<file path="src/hdl/mba_pkg.sv">
// Shared types and constants for the max-bandwidth minimum arborescence unit.
package mba_pkg;

  localparam int MAX_NODES_DEF = 64;
  localparam int MAX_EDGES_DEF = 16384;
  localparam int ADDR_W        = 3;
  localparam int BW_W          = 20;
  localparam int COST_W        = 20;
  localparam int NCOUNT_W      = 7;
  localparam int BUDGET_W      = 30;
  localparam int ALU_W         = 32;

  // Register indexes, decoded from paddr[2].
  localparam logic REG_NODE_COUNT  = 1'b0;
  localparam logic REG_COST_BUDGET = 1'b1;

  typedef struct packed {
    logic [5:0]      edge_src;
    logic [5:0]      edge_dst;
    logic [BW_W-1:0] edge_bandwidth;
    logic [COST_W-1:0] edge_cost;
    logic            is_last;
  } in_t;

  typedef struct packed {
    logic            streaming_possible;
    logic [BW_W-1:0] best_bandwidth;
  } out_t;

  // One stored edge as loaded.
  typedef struct packed {
    logic [5:0]        src;
    logic [5:0]        dst;
    logic [BW_W-1:0]   bw;
    logic [COST_W-1:0] cost;
  } edge_rec_t;

  typedef enum logic [2:0] {
    ALU_ADD = 3'b001,
    ALU_SUB = 3'b010,
    ALU_LT  = 3'b100
  } alu_op_t;

endpackage

</file>
<file path="src/hdl/mba_alu.sv">
// Shared adder, subtractor and signed comparator used by the search sequencer.
module mba_alu (
  input  mba_pkg::alu_op_t                   op,
  input  logic signed [mba_pkg::ALU_W-1:0]   a,
  input  logic signed [mba_pkg::ALU_W-1:0]   b,
  output logic signed [mba_pkg::ALU_W-1:0]   y
);

  // One operation per cycle, selected by the sequencer.
  always_comb begin
    case (op)
      mba_pkg::ALU_ADD: y = a + b;
      mba_pkg::ALU_SUB: y = a - b;
      mba_pkg::ALU_LT:  y = {{(mba_pkg::ALU_W-1){1'b0}}, (a < b)};
      default:          y = '0;
    endcase
  end

endmodule

</file>
<file path="config.mk">
export PLATFORM = sky130hd
export DESIGN_NAME = mba_alu
export DESIGN_NICKNAME = d
export VERILOG_FILES = /design/src/hdl/mba_pkg.sv /design/src/hdl/mba_alu.sv
export SDC_FILE = /design/constraint.sdc
export NUM_CORES = 1
export LEC_CHECK = 0
export BUFFER_PORTS_ARGS = -buffer_cell sky130_fd_sc_hd__buf_2
export CORE_MARGIN = 4
export CORE_UTILIZATION = 45
export DETAILED_ROUTE_END_ITERATION = 10
export PLACE_DENSITY = 0.69
export SYNTH_ARGS = -nofsm -noshare
export SYNTH_HDL_FRONTEND = slang
export SYNTH_SLANG_ARGS = --single-unit
</file>
<file path="constraint.sdc">
create_clock -name vclk -period 2.6
set_input_delay 0 -clock vclk [all_inputs]
set_output_delay 0 -clock vclk [all_outputs]
set_load 0.01 [all_outputs]
</file>
=== Yosys cells after proc, flatten, opt, wreduce, memory -nomap -nowiden ===
Cells that the tools add are included.

* Add/subtract/negate cells: 2
* $lt $le $gt $ge: 1
* Equality and inequality tests: 3
* Multiplexer cells: 1

{| class="wikitable"
|+ Operators by type and width
! kind !! count
|-
| 32-bit case mux with 3 select lines || 1
|-
| 32-bit adder || 1
|-
| 32-bit < comparator || 1
|-
| 32-bit subtractor || 1
|-
| 3-bit by 1-bit == test with 1-bit output (second input constant) || 1
|-
| 3-bit by 2-bit == test with 1-bit output (second input constant) || 1
|-
| 3-bit == test (second input constant) || 1
|}

* Register bits: 0
* Input port bits: 67

=== Longest topological paths before layout ===
* Depth after elaboration: 2
* Mapped depth: 12
* Gate-level depth less buffers: 12

=== Worst setup path after synthesis ===
OpenSTA, ideal clock, no wires.

* Path kind: input to output
* Start point: input port a[0] (netlist bit)
* End point: output port y[22] (netlist bit)
* Data arrival time: 2.513 ns
* Required time: 2.600 ns
* Slack: 0.087 ns
* Stages: 12
* Path buffers: 0
* Path through: inv_1 ha_1 fa_1 and2b_1 o31a_1 o21ai_1 a2111oi_2 o21ai_1 a2111oi_2 nor3_1 or3_1 a22oi_1

* Word-level cells in the longest chain between the ends: 2
* Elaborated cells between the ends (all ways): 3
* Those cells by class: add/sub (2); mux (1)

{| class="wikitable"
|+ Ends and longest elaborated chain
! element !! line !! source
|-
| start, declared || mba_alu.sv:4 || <nowiki>input logic signed [mba_pkg::ALU_W-1:0] a,</nowiki>
|-
| 32-bit subtractor or 32-bit adder (tied branches) || mba_alu.sv:13, mba_alu.sv:12 ||
|-
| 32-bit case mux with 3 select lines * || mba_alu.sv:11 || <nowiki>case (op)</nowiki>
|-
| end, declared || mba_alu.sv:6 || <nowiki>output logic signed [mba_pkg::ALU_W-1:0] y</nowiki>
|}

Every way passes the cells marked *; elsewhere a longest branch is shown, timed or not.

=== Worst setup path in the final report ===
* Start point: input port a[0] (netlist bit)
* End point: output port y[30] (netlist bit)

The elaborated chain is that of the path after synthesis.

==> results.py <==
metrics = {
    "routing": {
        "routed_via_density": 6.13,
        "wl_met1_um": 6090,
        "drt-pass1-iter-count": 6,
        "totalWireLength_um": 14100,
        "wl_per_cell_um": 16.8,
        "dr_wl_met2_um": 6970,
        "route.detailed.drc": 0,
        "dr_wl_met3_um": 903,
        "num_vias": 5137,
        "final_antenna_net_count": 0,
        "dr.first_iter.drc_count": 301,
        "routed.top_layer": "met4",
    },
    "grt": {
        "grt_pass1_wl_um": 22700,
        "antenna_found_initial": 0,
        "grt_max_degree": 32,
        "gr-total-overflow": 0,
        "grt_pass1_vias": 5013,
        "grt_usage": 0.261,
    },
    "timing": {
        "timing.final.crit_share": 1.04,
        "clock.fmax_ghz": 0.371,
        "rsz0062_at_grt": "yes",
        "maxSlewHeadroom": 0.441,
        "hold_ws_ps": 442,
        "worst_pin_slew_ps": 838,
        "drv_slew": 0,
        "finalCriticalPeriod_ps": 2690,
        "hold_viol": 0,
        "setup_viol_count_final": 3,
        "fin_ws_ps": -94.0,
    },
    "die": {
        "rows": 33,
        "die_w_um": 101,
        "num_io_pins": 99,
        "coreArea_um2": 8300,
        "dieArea_um2": 10200,
        "die_y_um": 101,
        "start_util": 0.468,
    },
    "final_layout": {
        "finish.instance_area_um2": 5360,
        "diodes": 0,
        "seq_cell_count": 0,
        "syn2layout_area_growth_pct": 38.0,
        "fin_nets": 867,
        "nClkBuffers": 0,
        "seq_area_um2": 0,
        "multi_input_comb_area_um2": 3850,
        "finalNonFillerCells": 838,
        "fillers": 765,
        "drive_gt1_frac": 0.352,
    },
    "synth": {
        "seq_area_frac_synth": 0,
        "synth_cell_types": 78,
        "synth_area_leader_cell": "ha_1",
        "synth_area_um2": 3880,
        "netlist_top_cells_count": "73 x a21oi_1, 69 x nor2_1, 63 x ha_1",
        "synth_nets": 720,
        "syn_inst": 588,
        "synth_area_per_cell_um2": 6.60,
        "ys_top_cells_by_area": "ha_1 20%, a21oi_1 9.4%, nor2_1 6.7%",
        "synth_top_cell_area_share": 0.203,
        "ys_warn_count": 0,
        "synth_most_common_cell": "a21oi_1",
    },
    "worst_hold_path": {
        "whs_path_depth": 4,
        "hp-start": "b[0]",
        "hp-class": "in2out",
        "worstHoldEndpoint": "y[0]",
    },
    "run_status": {
        "violations": "negative setup slack",
        "outcome": "complete, but fails checks",
    },
    "setup_path": {
        "critical_path_class": "in2out",
        "path_cells": "buf_8, inv_4, ha_4, fa_2, and2b_1, o31a_1, buf_4, o31ai_4, a21o_1, a21oi_2, o21ai_2, a211o_1, or3_1, o211ai_2, buf_2",
        "crit_path_start_kind": "primary input",
        "crit_fanout": 3,
        "cp_slowest_stage_delay_ps": 380,
        "endpoint_kind": "output pin",
        "crit_start": "a[0]",
        "cp.required_ps": 2600,
        "arrival_ps": 2690,
        "slowest_stage": "or3_1",
    },
    "place": {
        "gp_congestion": 0.963,
        "pre_cts_ws_ps": -392,
        "port_buffers": 99,
        "dp_cells": 834,
        "hpwlAfterDp_um": 10900,
        "placed_area_um2": 4940,
    },
    "pwr": {
        "power_mw": 1.31,
        "powerDensity_nw_per_um2": 244,
        "vdd_drop_max_uv": 135,
        "p_leak_nw": 2.49,
    },
    "run": {
        "max-cap-violations": 0,
    },
    "clock_network": {
        "ctsHoldBuffers": 0,
    },
}
through the flow:
step,setup TNS [ps],utilization
2_1_floorplan,0,-
3_3_place_gp,-1180,0.596
3_5_place_dp,-1730,0.596
4_1_cts,-98.8,0.622
5_1_grt,-1020,0.645
6_report,-166,0.645
worst max path at each step:
| stage | end | cells past startpoint |
|---|---|---|
| after global routing | y[22] | 14 |
| after detailed placement | y[22] | 14 |
| after global placement | y[22] | 14 |
| final | y[30] | 15 |
| after floorplan | y[22] | 12 |
| after CTS | y[22] | 14 |
layout by cell type (no fill, tap or decap), types with 4 or more instances in the layout:
cell type	instances
nor3_2	4
o21ai_0	27
nor3_1	14
o211ai_1	4
o21bai_1	12
a221oi_1	9
buf_4	84
a22oi_1	4
a311oi_2	4
a31oi_1	8
nor2b_1	10
buf_2	96
o22ai_1	4
ha_4	5
a2111oi_4	4
a21o_1	14
a221oi_2	4
ha_1	55
nand3_1	7
o22a_1	10
nor2_1	68
a2bb2oi_1	5
a21oi_1	69
a211oi_1	10
nand2b_1	7
o21ai_2	6
o21ai_1	5
inv_1	57
o21a_1	7
nand2_1	22
a21oi_2	6
power breakdown:
part,leakage (nW),switching (mW),internal [mW]
Sequential,0,0,0
Combinational,2.49,0.730,0.578
Clock,0,0,0
Total,2.49,0.730,0.578
final cells by class:
class	instances	share of cell area
timing repair buffer	182	0.212
tap	105	0.0245
multi-input combinational	490	0.720
inverter	61	0.0432
worst max-delay path: cells and delay by family:
family	cells	cell delay (ps)
and+or+nand+nor	2	610
buffers and inverters	4	390
adders and majority gates	2	490
AOI/OAI and AO/OA	7	1210
repair_timing:
item / CTS / global route
pin swaps: 16 / 13
gates cloned: 0 / 0
endpoints found under the setup margin: 13 / 18
hold endpoints to repair: 0 / 0
buffers inserted: 1 / 3
resized for setup: 39 / 41
cell families (layout without fill, tap and decap cells):
family,count (synthesis),after routing,share of synthesized area
compound gates,257,257,0.469
simple gates,164,164,0.207
buf+inv,98,243,0.101
fa+ha+maj,65,65,0.213
xor+xnor,3,3,0.00677
mux,1,1,0.00258
metal layers:
layer,vias up,global-route usage
met3,16,0.0256
li1,2465,-
met5,-,0
met1,2440,0.337
met2,216,0.469
met4,0,0.0528
Note: power is estimated with default switching activity, not from simulation.
