## config.mk

```make
export PLATFORM = sky130hd
export DESIGN_NAME = mba_ram
export DESIGN_NICKNAME = d
export VERILOG_FILES = /design/src/hdl/mba_ram.sv
export SDC_FILE = /design/constraint.sdc
export NUM_CORES = 1
export LEC_CHECK = 0
export ABC_AREA = 0
export ABC_CLOCK_PERIOD_IN_PS = 3000
export BUFFER_PORTS_ARGS = -buffer_cell sky130_fd_sc_hd__buf_2
export CAP_MARGIN = 10
export CELL_PAD_IN_SITES_DETAIL_PLACEMENT = 0
export CELL_PAD_IN_SITES_GLOBAL_PLACEMENT = 1
export CORE_MARGIN = 3
export CORE_UTILIZATION = 56
export DETAILED_ROUTE_END_ITERATION = 8
export GPL_TIMING_DRIVEN = 0
export MAX_ROUTING_LAYER = met4
export PLACE_DENSITY_LB_ADDON = 0.1
export SLEW_MARGIN = 20
export SYNTH_ARGS = -nofsm -noshare
export SYNTH_HDL_FRONTEND = slang
export SYNTH_SLANG_ARGS = --single-unit
```

## constraint.sdc

```tcl
create_clock -name clk -period 3 [get_ports clk]
set_clock_uncertainty 0.05 [all_clocks]
set_input_delay 0.75 -clock clk [delete_from_list [all_inputs] [get_ports clk]]
set_output_delay 0.75 -clock clk [all_outputs]
set_load 0.01 [all_outputs]
```

## src/hdl/mba_ram.sv

```systemverilog
// Simple dual-port RAM with one write port and one registered read port.
module mba_ram #(
  parameter int WIDTH = 8,
  parameter int DEPTH = 64,
  parameter int AW    = 6
) (
  input  logic             clk,
  input  logic             we,
  input  logic [AW-1:0]    waddr,
  input  logic [WIDTH-1:0] wdata,
  input  logic [AW-1:0]    raddr,
  output logic [WIDTH-1:0] rdata
);

  logic [WIDTH-1:0] mem [DEPTH];

  // Read first: a read of the address being written returns the old word; read data registered.
  always_ff @(posedge clk) begin
    if (we) begin
      mem[waddr] <= wdata;
    end
    rdata <= mem[raddr];
  end

endmodule

```

Word-level counts from Yosys, hierarchy flattened
Memory sizes are Yosys's and may differ from the RTL's. A register that Yosys moved wholly into a read port is not among the register bits.
Index checks and enable logic that the tools add are counted.
{ "totals": {"regBits": 0, "latch_bits": 0, "ram_bits": 512, "rom_bits": 0, "in_bits": 22, "output_inout_bits": 8, "elab_cells": 3, "n_memories": 1} }
{ "memory_table": {"columns": ["name", "depth", "word_bits", "read_ports", "rd_ports_with_merged_regs", "wr", "line", "text"], "rows": [
  ["mem", 64, 8, 1, 1, 1, "15", "logic [WIDTH-1:0] mem [DEPTH];"]
]} }
{ "classes": {"addsub": 0, "n_mul": 0, "div": 0, "n_lt_le_gt_ge": 0, "n_eq_ne": 0, "n_shift": 0, "muxes": 2, "bitwise": 0, "reduce_logical": 0} }
{ "ops": {"columns": ["operator", "n"], "rows": [
  ["1-bit 2-to-1 mux", 2]
]} }

Longest topological paths before layout
Gate-level depths: netlist (run 1).
{ "depth": {"depth_word": 2, "depth_mapped": 9, "depth_no_buf": 5} }

Worst setup path after synthesis (run 1)
Ideal clock, no wire load.
{ "synth_path": {"kind": "input port to flip-flop", "startpoint": "input raddr[1]", "endpoint": "register rdata[3], read port of mem", "setup_time_ns": 0.128, "arrival_time_ns": 2.290, "t_required_ns": 2.822, "path_slack_ns": 0.532, "stages": 7, "path_buffers": 3, "cell_sequence": "buf_4 > buf_2 > buf_2 > mux4_2 > mux4_2 > o21ai_1 > o41ai_1"} }
{ "synth_lines": {"columns": ["item", "line", "text"], "rows": [
  ["start: declaration", "11", "input logic [AW-1:0] raddr,"],
  ["end: declaration", "12", "output logic [WIDTH-1:0] rdata"]
]} }

==> impl_results.md, run 1 <==
* Status: finished, final reports clean
* Ys async rst share at 0%
* Cts bufs inserted at 51
* Core occupancy in the finished layout at 63.94%
* Final hold viol count at 0
* Synth Net Count at 962
* Number of DRC markers in iteration 0 at 1180
* Commonest cells after routing, fill and taps aside: edfxtp_1, mux4_2, nor2_1
* Worst slew margin at 36.58%
* Vias at 9813
* Layout cells sized above 1 at 24.57%
* Final Cycle Share at 96.41%
* Final GP Congestion at 0.9059
* GRT Total Usage at 25.88%
* RSZ-0062 raised after global routing: no
* Nets at 1035
* Avg Vias per Cell at 6.503
* CTS tree: built
* Cell count after synthesis at 940
* Vias in the first global route at 9719
* Part of the Yosys area used for sequential elements at 77.03%
* Worst-Skew Late Latency at 600 ps
* Die Width at 195.8 um
* Placed Instances at 1416
* CP Launch Type: input port
* Register Area at 0.01553 mm2
* I/O Buffers at 21
* Initial Util at 57.53%
* Leakage at 6.969 nW
* Post-route DRC at 0
* Total of max-cap violations at 0
* Synth Area per Inst at 21.45 um2
* Die ar. at 0.03833 mm2
* CP Cell Sequence: buf_2 > buf_4 > clkbuf_1 > mux4_2 > o22ai_1 > o41ai_1
* Pre-Repair DR Iteration Count at 6
* Site row count at 68
* Commonest non-fill, non-tap cell in the layout: edfxtp_1
* Number of flops mapped to enable cells by yosys at 512
* Reg clk slew, reported paths at 60 ps
* Post-CTS Repair Setup Buffers at 0
* Hpwl dp at 29910 um
* Layout area overhead at 11.14%
* H-tree Lvls at 2
* Overflow after GRT at 0
* WP buf/inv at 3
* Filler Cell Count at 2433
* WHS at 503.9 ps
* CP peak stage delay at 730 ps
* Multi-input logic area at 0.004333 mm2
* Cell family contributing the most delay on the critical path: buffers and inverters
* Yosys Warn Count at 0
* Slew Viols, Final at 0
* ANT cells at 0
* Pwr Density at 660.7 mW/mm2
* CP Max Fanout at 19
* Critical Path AT at 3240 ps
* CP Capture Type: flip-flop
* Die Ht at 195.8 um
* Hold WC Path Type: input port to flip-flop
* F_max at 345.7 MHz
* Max stage delay cell, worst path: clkbuf_1
* Final setup fails at 0
* Final min period at 2892 ps
* Synth Cell Area at 0.02017 mm2
* Routed WL at 47160 um
* Top FF cell, synth: edfxtp_1
* Max Root-Sink Buffers at 3
* Final ANT Viol Nets at 0
* Critical path class: input port to flip-flop
* Critical Path RT at 3350 ps
* Initial antenna violation count at 1
* Worst slew pin tran at 947.9 ps
* Largest net degree at the start of global routing at 65
* Distinct cells, synth at 40
* Core area at 0.03505 mm2
* Worst vdd ir at 628.3 uV
* First-pass GRT wire length at 67880 um
* Routed wire per std cell at 31.25 um
* CTS sink count at 520
* #FFs+latches synth at 520
* # IOs at 30
* Non-filler cells, final at 1509
* Root Driver: clkbuf_16
## metal layers
layer	wire, um	GRT usage (%)	vias up
li1	-	-	4082
met1	19930	37.90	5226
met2	22200	37.77	422
met3	3725	5.221	83
met4	1307	7.948	0
met5	0	-	-
## power by group
part	switching [mW]	leakage (nW)	internal, mW	total (mW)
combinational	0.518	1.55	0.287	0.804
clock	2.61	0.745	3.34	5.95
sequential	0.0128	4.67	8.04	8.05
## cell usage after synthesis (4+ instances only)
cell | instances | area (um2)
a211oi_1 | 4 | 30.03
buf_6 | 4 | 45.04
nor2b_1 | 14 | 87.58
edfxtp_1 | 512 | 15370
nor2_1 | 83 | 311.6
dfxtp_1 | 8 | 160.2
buf_4 | 13 | 97.59
o22ai_1 | 8 | 50.05
nand2b_1 | 7 | 43.79
mux2i_1 | 23 | 230.2
buf_2 | 11 | 55.05
mux4_2 | 126 | 2838
nand3_1 | 13 | 65.06
clkbuf_1 | 17 | 63.81
mux2_2 | 13 | 146.4
a221oi_1 | 6 | 52.55
nor3_1 | 7 | 35.03
buf_1 | 4 | 15.01
nand2_1 | 19 | 71.32
o221ai_1 | 8 | 70.07
## path summary, 6_finish.rpt
check	start	endpoint	slack, ps	cells after the start
worst max-delay path	raddr[2]	rdata[3]	110	6
worst min-delay path	raddr[5]	rdata[5]	500	2
worst max register to register	mem[3][3]	rdata[3]	740	4
worst min register to register	mem[4][7]	rdata[7]	920	4
## area by class of cell
cell class                      instances  area share, %
Multi-Input combinational cell        369          19.33
Sequential cell                       520          69.31
Clock buffer                           76          6.297
Tap cell                              455          2.540
Clock inverter                         18         0.5471
Timing Repair Buffer                   21         0.5583
Buffer                                 50          1.412
## worst reg2reg max path: stages, from the launching register on
cell and delay, ps:
edfxtp_1 360, mux4_2 530, nor2b_1 150, a2111oi_0 710, o41ai_1 280
## flip-flops by register name, indices dropped and copies added (netlist names)
name / count
rdata: 8
mem: 512
## logic make-up (layout without fill, tap and decap cells)
family | Yosys count | after routing | share of synthesized area [%]
AO/OA/AOI/OAI | 54 | 54 | 2.072
buffers and inverters | 51 | 165 | 1.570
flip-flops | 520 | 520 | 77.03
multiplexers | 162 | 162 | 15.94
AND/OR/NAND/NOR | 153 | 153 | 3.387
## stage by stage
stage	TNS [ps]	power (mW)	area (um2)	setup slack [ps]
after CTS	0	14.87	22380	38.99
final	0	14.81	22410	107.7
after detailed placement	-24630	9.015	20850	-800.0
after global routing	0	15.23	22410	44.21
after floorplan	0	8.642	20170	532.3
after global placement	-11440	9.000	20840	-661.3
## repair_timing
action                     CTS  global route
hold buffers                 0             0
pin swaps                    0             0
resized for setup            0             4
setup endpoints to repair    2             3
No activity file was read; power rests on OpenSTA's default activity.
==> inputs of run 2 (changes only) <==
--- a/config.mk
+++ b/config.mk
@@ -6,13 +6,13 @@
 export NUM_CORES = 1
 export LEC_CHECK = 0
 export ABC_AREA = 0
-export ABC_CLOCK_PERIOD_IN_PS = 3000
+export ABC_CLOCK_PERIOD_IN_PS = 2300
 export BUFFER_PORTS_ARGS = -buffer_cell sky130_fd_sc_hd__buf_2
 export CAP_MARGIN = 10
 export CELL_PAD_IN_SITES_DETAIL_PLACEMENT = 0
 export CELL_PAD_IN_SITES_GLOBAL_PLACEMENT = 1
 export CORE_MARGIN = 3
-export CORE_UTILIZATION = 56
+export CORE_UTILIZATION = 50
 export DETAILED_ROUTE_END_ITERATION = 8
 export GPL_TIMING_DRIVEN = 0
 export MAX_ROUTING_LAYER = met4
==> constraint.sdc (replaced) <==
create_clock -name clk -period 2.3 [get_ports clk]
set_clock_uncertainty 0.05 [all_clocks]
set_input_delay 0.575 -clock clk [delete_from_list [all_inputs] [get_ports clk]]
set_output_delay 0.575 -clock clk [all_outputs]
set_load 0.01 [all_outputs]
==> run 2 against run 1 <==
Compared with the run above: wire length increased by 2.7%; largest cell class unchanged; worst hold slack got worse by 150 ps; global-route usage decreased by 1.6 points; combinational power increased by 36%; the flow now finishes with violations (negative setup slack); sequential share of layout area decreased by 0.78 points; final area increased by 1.1%.
==> impl_results.md, run 2 (same netlist as run 1, synthesis figures left out) <==
* Status: complete, but fails checks
* Failing checks: negative setup slack
* Critical path class: input port to flip-flop
* CP Launch Type: input port
* Post-route DRC at 0
* Final hold viol count at 0
* Die Width at 206.8 um
* CP peak stage delay at 870 ps
* Die Ht at 206.8 um
* Largest Register: mem
* GRT Total Usage at 24.33%
* Clk pwr share at 40.0%
* Sequential share of power at 54.4%
* Worst slew margin at 34.51%
* Net switching power at 4.138 mW
* Pwr Density at 852.7 mW/mm2
* Largest net degree at the start of global routing at 65
* Site row count at 72
* Die ar. at 0.04278 mm2
* Hold_sp: raddr[5]
* Switching Fraction at 21.41%
* F_max at 410.5 MHz
* Cts bufs inserted at 52
* Reg clk slew, reported paths at 60 ps
* Nets at 1037
* Logic pwr share at 5.6%
* Slew Viols, Final at 0
* Vias in the first global route at 9686
* Leakage at 7.035 nW
* CP Max Fanout at 10
* First-pass GRT wire length at 70400 um
* Worst-Skew Late Latency at 590 ps
* Hold WC Path Type: input port to flip-flop
* Critical Path AT at 2590 ps
* Final ANT Viol Nets at 0
* I/O Buffers at 21
* Max stage delay cell, worst path: nor2_1
* WP buf/inv at 1
* Final min period at 2436 ps
* CP Capture Type: flip-flop
* RSZ-0062 raised after global routing: yes
* Initial Util at 51.34%
* Final setup TNS at -4888 ps
* CTS sink count at 520
* Cell family contributing the most delay on the critical path: simple AND/OR/NAND/NOR gates
* Root Driver: clkbuf_16
* Pre-Repair DR Iteration Count at 5
* Worst vdd ir at 677.7 uV
* Commonest cells after routing, fill and taps aside: edfxtp_1, mux4_2, nor2_1
* Total of max-cap violations at 0
* Routed WL at 48410 um
* # hold bufs at CTS at 0
* Commonest non-fill, non-tap cell in the layout: edfxtp_1
* Initial antenna violation count at 0
* Final Cycle Share at 105.9%
* Routed wire per std cell at 30.73 um
* Max reg flops at 512
* CTS tree: built
* Largest registers: mem: 512 flops, rdata: 8 flops
* Final GP Congestion at 0.8993
* Power, Total at 19.33 mW
* # IOs at 30
* Worst slew pin tran at 978.8 ps
* Overflow after GRT at 0
* Filler Cell Count at 2988
* H-tree Lvls at 2
* Final setup fails at 72
* Avg Vias per Cell at 6.244
* Core area at 0.03928 mm2
* ANT cells at 0
* RR Startpoint: mem[20][4]
* Number of DRC markers in iteration 0 at 1044
* Max Root-Sink Buffers at 3
* Hpwl dp at 31180 um
* CP Cell Sequence: clkbuf_1 > nor2b_1 > nand3_1 > nor2_1
* Critical Path RT at 2460 ps
* Vias at 9835
* Layout cells sized above 1 at 28.38%
* Int Pwr at 15.19 mW
* Crit path from: waddr[2]
* Worst Slack Setup Final at -135.8 ps
* Layout area overhead at 12.41%
## run 2: changes by cell type in the layout (fill, tap and decap cells not counted), moves of 5 or more
cell / before / now
buf_4: 21 / 14
buf_6: 4 / 14
clkbuf_1: 38 / 19
clkbuf_2: 1 / 6
clkinv_1: 9 / 18
clkinv_2: 5 / 12
nor2_1: 83 / 60
nor2_2: 0 / 23
## run 2: worst paths after layout
path / to / slack (ps) / depth (start not counted)
worst max register to register: rdata[4] / 120 / 5
worst min-delay path: rdata[5] / 350 / 2
worst max-delay path: mem[21][3] / -140 / 4
worst min register to register: rdata[7] / 900 / 4
## run 2: metal layers
layer	routed length [um]	GRT usage, %	vias to the layer above
li1	-	-	4086
met1	21600	37.69	5280
met2	22240	34.66	399
met3	3491	3.419	70
met4	1072	6.453	0
met5	0	-	-
## run 2: worst reg2reg max path, cell delays in order (launching register included)
cell      delay [ps]
edfxtp_1         370
mux4_2           490
mux2_2           310
o221a_2          290
nor3_1           330
o32ai_2          190
## run 2: layout make-up
cell class,count,area (um2),share of cell area [%]
Clock inverter,34,182.7,0.8058
Buffer,49,370.4,1.634
Timing Repair Buffer,23,160.2,0.7065
Multi-Input combinational cell,369,4413,19.47
Sequential cell,520,15530,68.53
Tap cell,518,648.1,2.859
Clock buffer,62,1360,6.000
## run 2: per-stage QoR
| step | setup slack [ps] | instances | instance area [um2] | util, % | hold WS, ps |
|---|---|---|---|---|---|
| detailed placement | -1144 | 1481 | 20970 | 53.40 | 888.2 |
| global placement | -1162 | 1479 | 20920 | 53.26 | 880.8 |
| CTS | -97.57 | 1576 | 22570 | 57.47 | 329.8 |
| global route | -240.4 | 1575 | 22670 | 57.72 | 337.2 |
| finish | -135.8 | 1575 | 22670 | 57.72 | 352.8 |
| floorplan | 7.283 | 940 | 20170 | - | 623.9 |
## run 2: repair_timing
item | CTS | global route
gates cloned | 0 | 0
resized for setup | 29 | 33
endpoints found under the hold margin | 0 | 0
setup endpoints to repair | 56 | 175
setup buffers | 0 | 0
pin swaps | 0 | 0
## run 2: power by group through the flow
stage          sequential [mW]  combinational [mW]  clock (mW)
6_report                  10.5                1.09        7.74
5_1_grt                   10.5                1.15        8.27
4_1_cts                   10.5                1.08        7.89
3_5_place_dp              10.7                1.07           0
3_3_place_gp              10.7                1.05           0
2_1_floorplan             10.7               0.559           0
==> inputs of run 3 (changes only) <==
--- a/config.mk
+++ b/config.mk
@@ -6,13 +6,12 @@
 export NUM_CORES = 1
 export LEC_CHECK = 0
 export ABC_AREA = 0
-export ABC_CLOCK_PERIOD_IN_PS = 2300
+export ABC_CLOCK_PERIOD_IN_PS = 3100
 export BUFFER_PORTS_ARGS = -buffer_cell sky130_fd_sc_hd__buf_2
 export CAP_MARGIN = 10
 export CELL_PAD_IN_SITES_DETAIL_PLACEMENT = 0
 export CELL_PAD_IN_SITES_GLOBAL_PLACEMENT = 1
-export CORE_MARGIN = 3
-export CORE_UTILIZATION = 50
+export CORE_UTILIZATION = 60
 export DETAILED_ROUTE_END_ITERATION = 8
 export GPL_TIMING_DRIVEN = 0
 export MAX_ROUTING_LAYER = met4
==> constraint.sdc (replaced) <==
create_clock -name clk -period 3.1 [get_ports clk]
set_clock_uncertainty 0.05 [all_clocks]
set_input_delay 0.775 -clock clk [delete_from_list [all_inputs] [get_ports clk]]
set_output_delay 0.775 -clock clk [all_outputs]
set_load 0.01 [all_outputs]
==> run 3 against run 2 <==
Compared with the run above: the run now ends clean; clock-buffer cell count is 1 lower; critical endpoint is now rdata[5]; worst hold slack better by 260 ps; critical path depth is 4 higher.
==> impl_results.md, run 3 (same netlist as run 1, synthesis figures left out) <==
* Status: finished, final reports clean
* DP Area at 0.02083 mm2
* Critical Path AT at 3370 ps
* CP Launch Type: input port
* Post-CTS Repair Setup Buffers at 0
* H-tree Lvls at 2
* Largest Register: mem
* CP Capture Type: flip-flop
* Worst-Skew Late Latency at 560 ps
* Placed Instances at 1403
* # IOs at 30
* Hpwl dp at 29360 um
* Cts bufs inserted at 51
* Pre-Repair DR Iteration Count at 6
* Largest registers: mem: 512 flops, rdata: 8 flops
* Final Cycle Share at 97.43%
* Largest net degree at the start of global routing at 65
* Core area at 0.03278 mm2
* Final setup fails at 0
* Slew Viols, Final at 0
* CP Max Fanout at 10
* Post-route cell area at 0.02242 mm2
* Vias in the first global route at 9741
* Initial antenna violation count at 2
* I/O Buffers at 21
* Routed WL at 47040 um
* Layout area overhead at 11.17%
* Worst slew pin tran at 957.4 ps
* Non-filler cells, final at 1493
* Net switching power at 3.017 mW
* Commonest non-fill, non-tap cell in the layout: edfxtp_1
* Switching Fraction at 20.99%
* Final min period at 3020 ps
* Root Driver: clkbuf_16
* Site row count at 66
* Hold WC Path Type: input port to flip-flop
* CTS tree: built
* Worst vdd ir at 460.5 uV
* Avg Vias per Cell at 6.595
* Crit path from: raddr[2]
* RR Startpoint: mem[0][3]
* Logic pwr share at 5.4%
* Hold_sp: raddr[5]
* Critical path class: input port to flip-flop
* Overflow after GRT at 0
* Number of DRC markers in iteration 0 at 1426
* GRT Total Usage at 29.77%
* Post-route DRC at 0
* Sequential share of power at 54.2%
* Nets at 1036
* First-pass GRT wire length at 67540 um
* Layout cells sized above 1 at 25.52%
* Power, Total at 14.37 mW
* Final ANT Viol Nets at 0
* Max reg flops at 512
* Final hold viol count at 0
* Reg clk slew, reported paths at 60 ps
* # hold bufs at CTS at 0
* CTS sink count at 520
* RSZ-0062 raised after global routing: no
* Max Root-Sink Buffers at 3
* Leakage at 6.991 nW
* Die ar. at 0.03435 mm2
* Core occupancy in the finished layout at 68.38%
* Worst slew margin at 35.94%
* Die Ht at 185.3 um
* Vias at 9847
* Die Width at 185.3 um
* Pwr Density at 641.1 mW/mm2
* Routed wire per std cell at 31.51 um
* Int Pwr at 11.36 mW
* Commonest cells after routing, fill and taps aside: edfxtp_1, mux4_2, nor2_1
* Resized cells post-CTS at 0
* Total of max-cap violations at 0
* Critical Path RT at 3450 ps
* Clk pwr share at 40.3%
* Final GP Congestion at 0.9186
* Filler Cell Count at 2066
* F_max at 331.1 MHz
* Initial Util at 61.51%
run 3: cell count changes in the layout (fill, tap and decap cells not counted), sizes merged:
cell / change
inv: -1
buf: -1
clkinvlp: +1
bufinv: +2
clkinv: -8
diode: +1
run 3: critical path: stages:
cell      delay, ps
buf_2           180
buf_4           250
clkbuf_1        700
buf_2           560
mux2i_1         460
a21oi_1         120
o21ai_1         140
o41ai_2         160
run 3: final timing paths:
| check | to | slack [ps] | cells after the start |
|---|---|---|---|
| hold reg to reg | rdata[2] | 900 | 4 |
| hold / removal | rdata[3] | 610 | 2 |
| setup / recovery | rdata[5] | 80 | 8 |
| setup reg to reg | rdata[3] | 910 | 4 |
run 3: layout make-up:
class / count / area (um2) / area share [%]
Antenna cell: 1 / 2.502 / 0.01116
Buffer: 51 / 317.8 / 1.418
Clock buffer: 61 / 1334 / 5.949
Clock inverter: 28 / 211.5 / 0.9432
Multi-Input combinational cell: 369 / 4340 / 19.36
Sequential cell: 520 / 15530 / 69.29
Tap cell: 442 / 553.0 / 2.467
Timing Repair Buffer: 21 / 125.1 / 0.5581
run 3: through the flow:
stage / setup TNS, ps / setup WS (ps) / hold slack [ps]
floorplan: 0 / 607.3 / 668.3
global placement: -3138 / -585.2 / 900.1
detailed placement: -7946 / -607.7 / 888.1
CTS: 0 / 10.90 / 600.7
global route: 0 / 58.60 / 581.8
finish: 0 / 79.54 / 613.6
run 3: layer usage:
metal | part of all wire [%] | track usage [%] | vias to the layer above
li1 | - | - | 4074
met2 | 46 | 42.89 | 520
met4 | 2.9 | 9.091 | 0
met3 | 9.9 | 5.309 | 85
met1 | 41 | 44.07 | 5168
met5 | 0 | - | -
run 3: power by group through the flow:
stage / logic (mW) / clock network [mW] / registers [mW]
floorplan: 0.415 / 0 / 7.95
global placement: 0.757 / 0 / 7.94
detailed placement: 0.773 / 0 / 7.95
CTS: 0.773 / 5.85 / 7.80
global route: 0.820 / 6.12 / 7.80
finish: 0.781 / 5.80 / 7.80
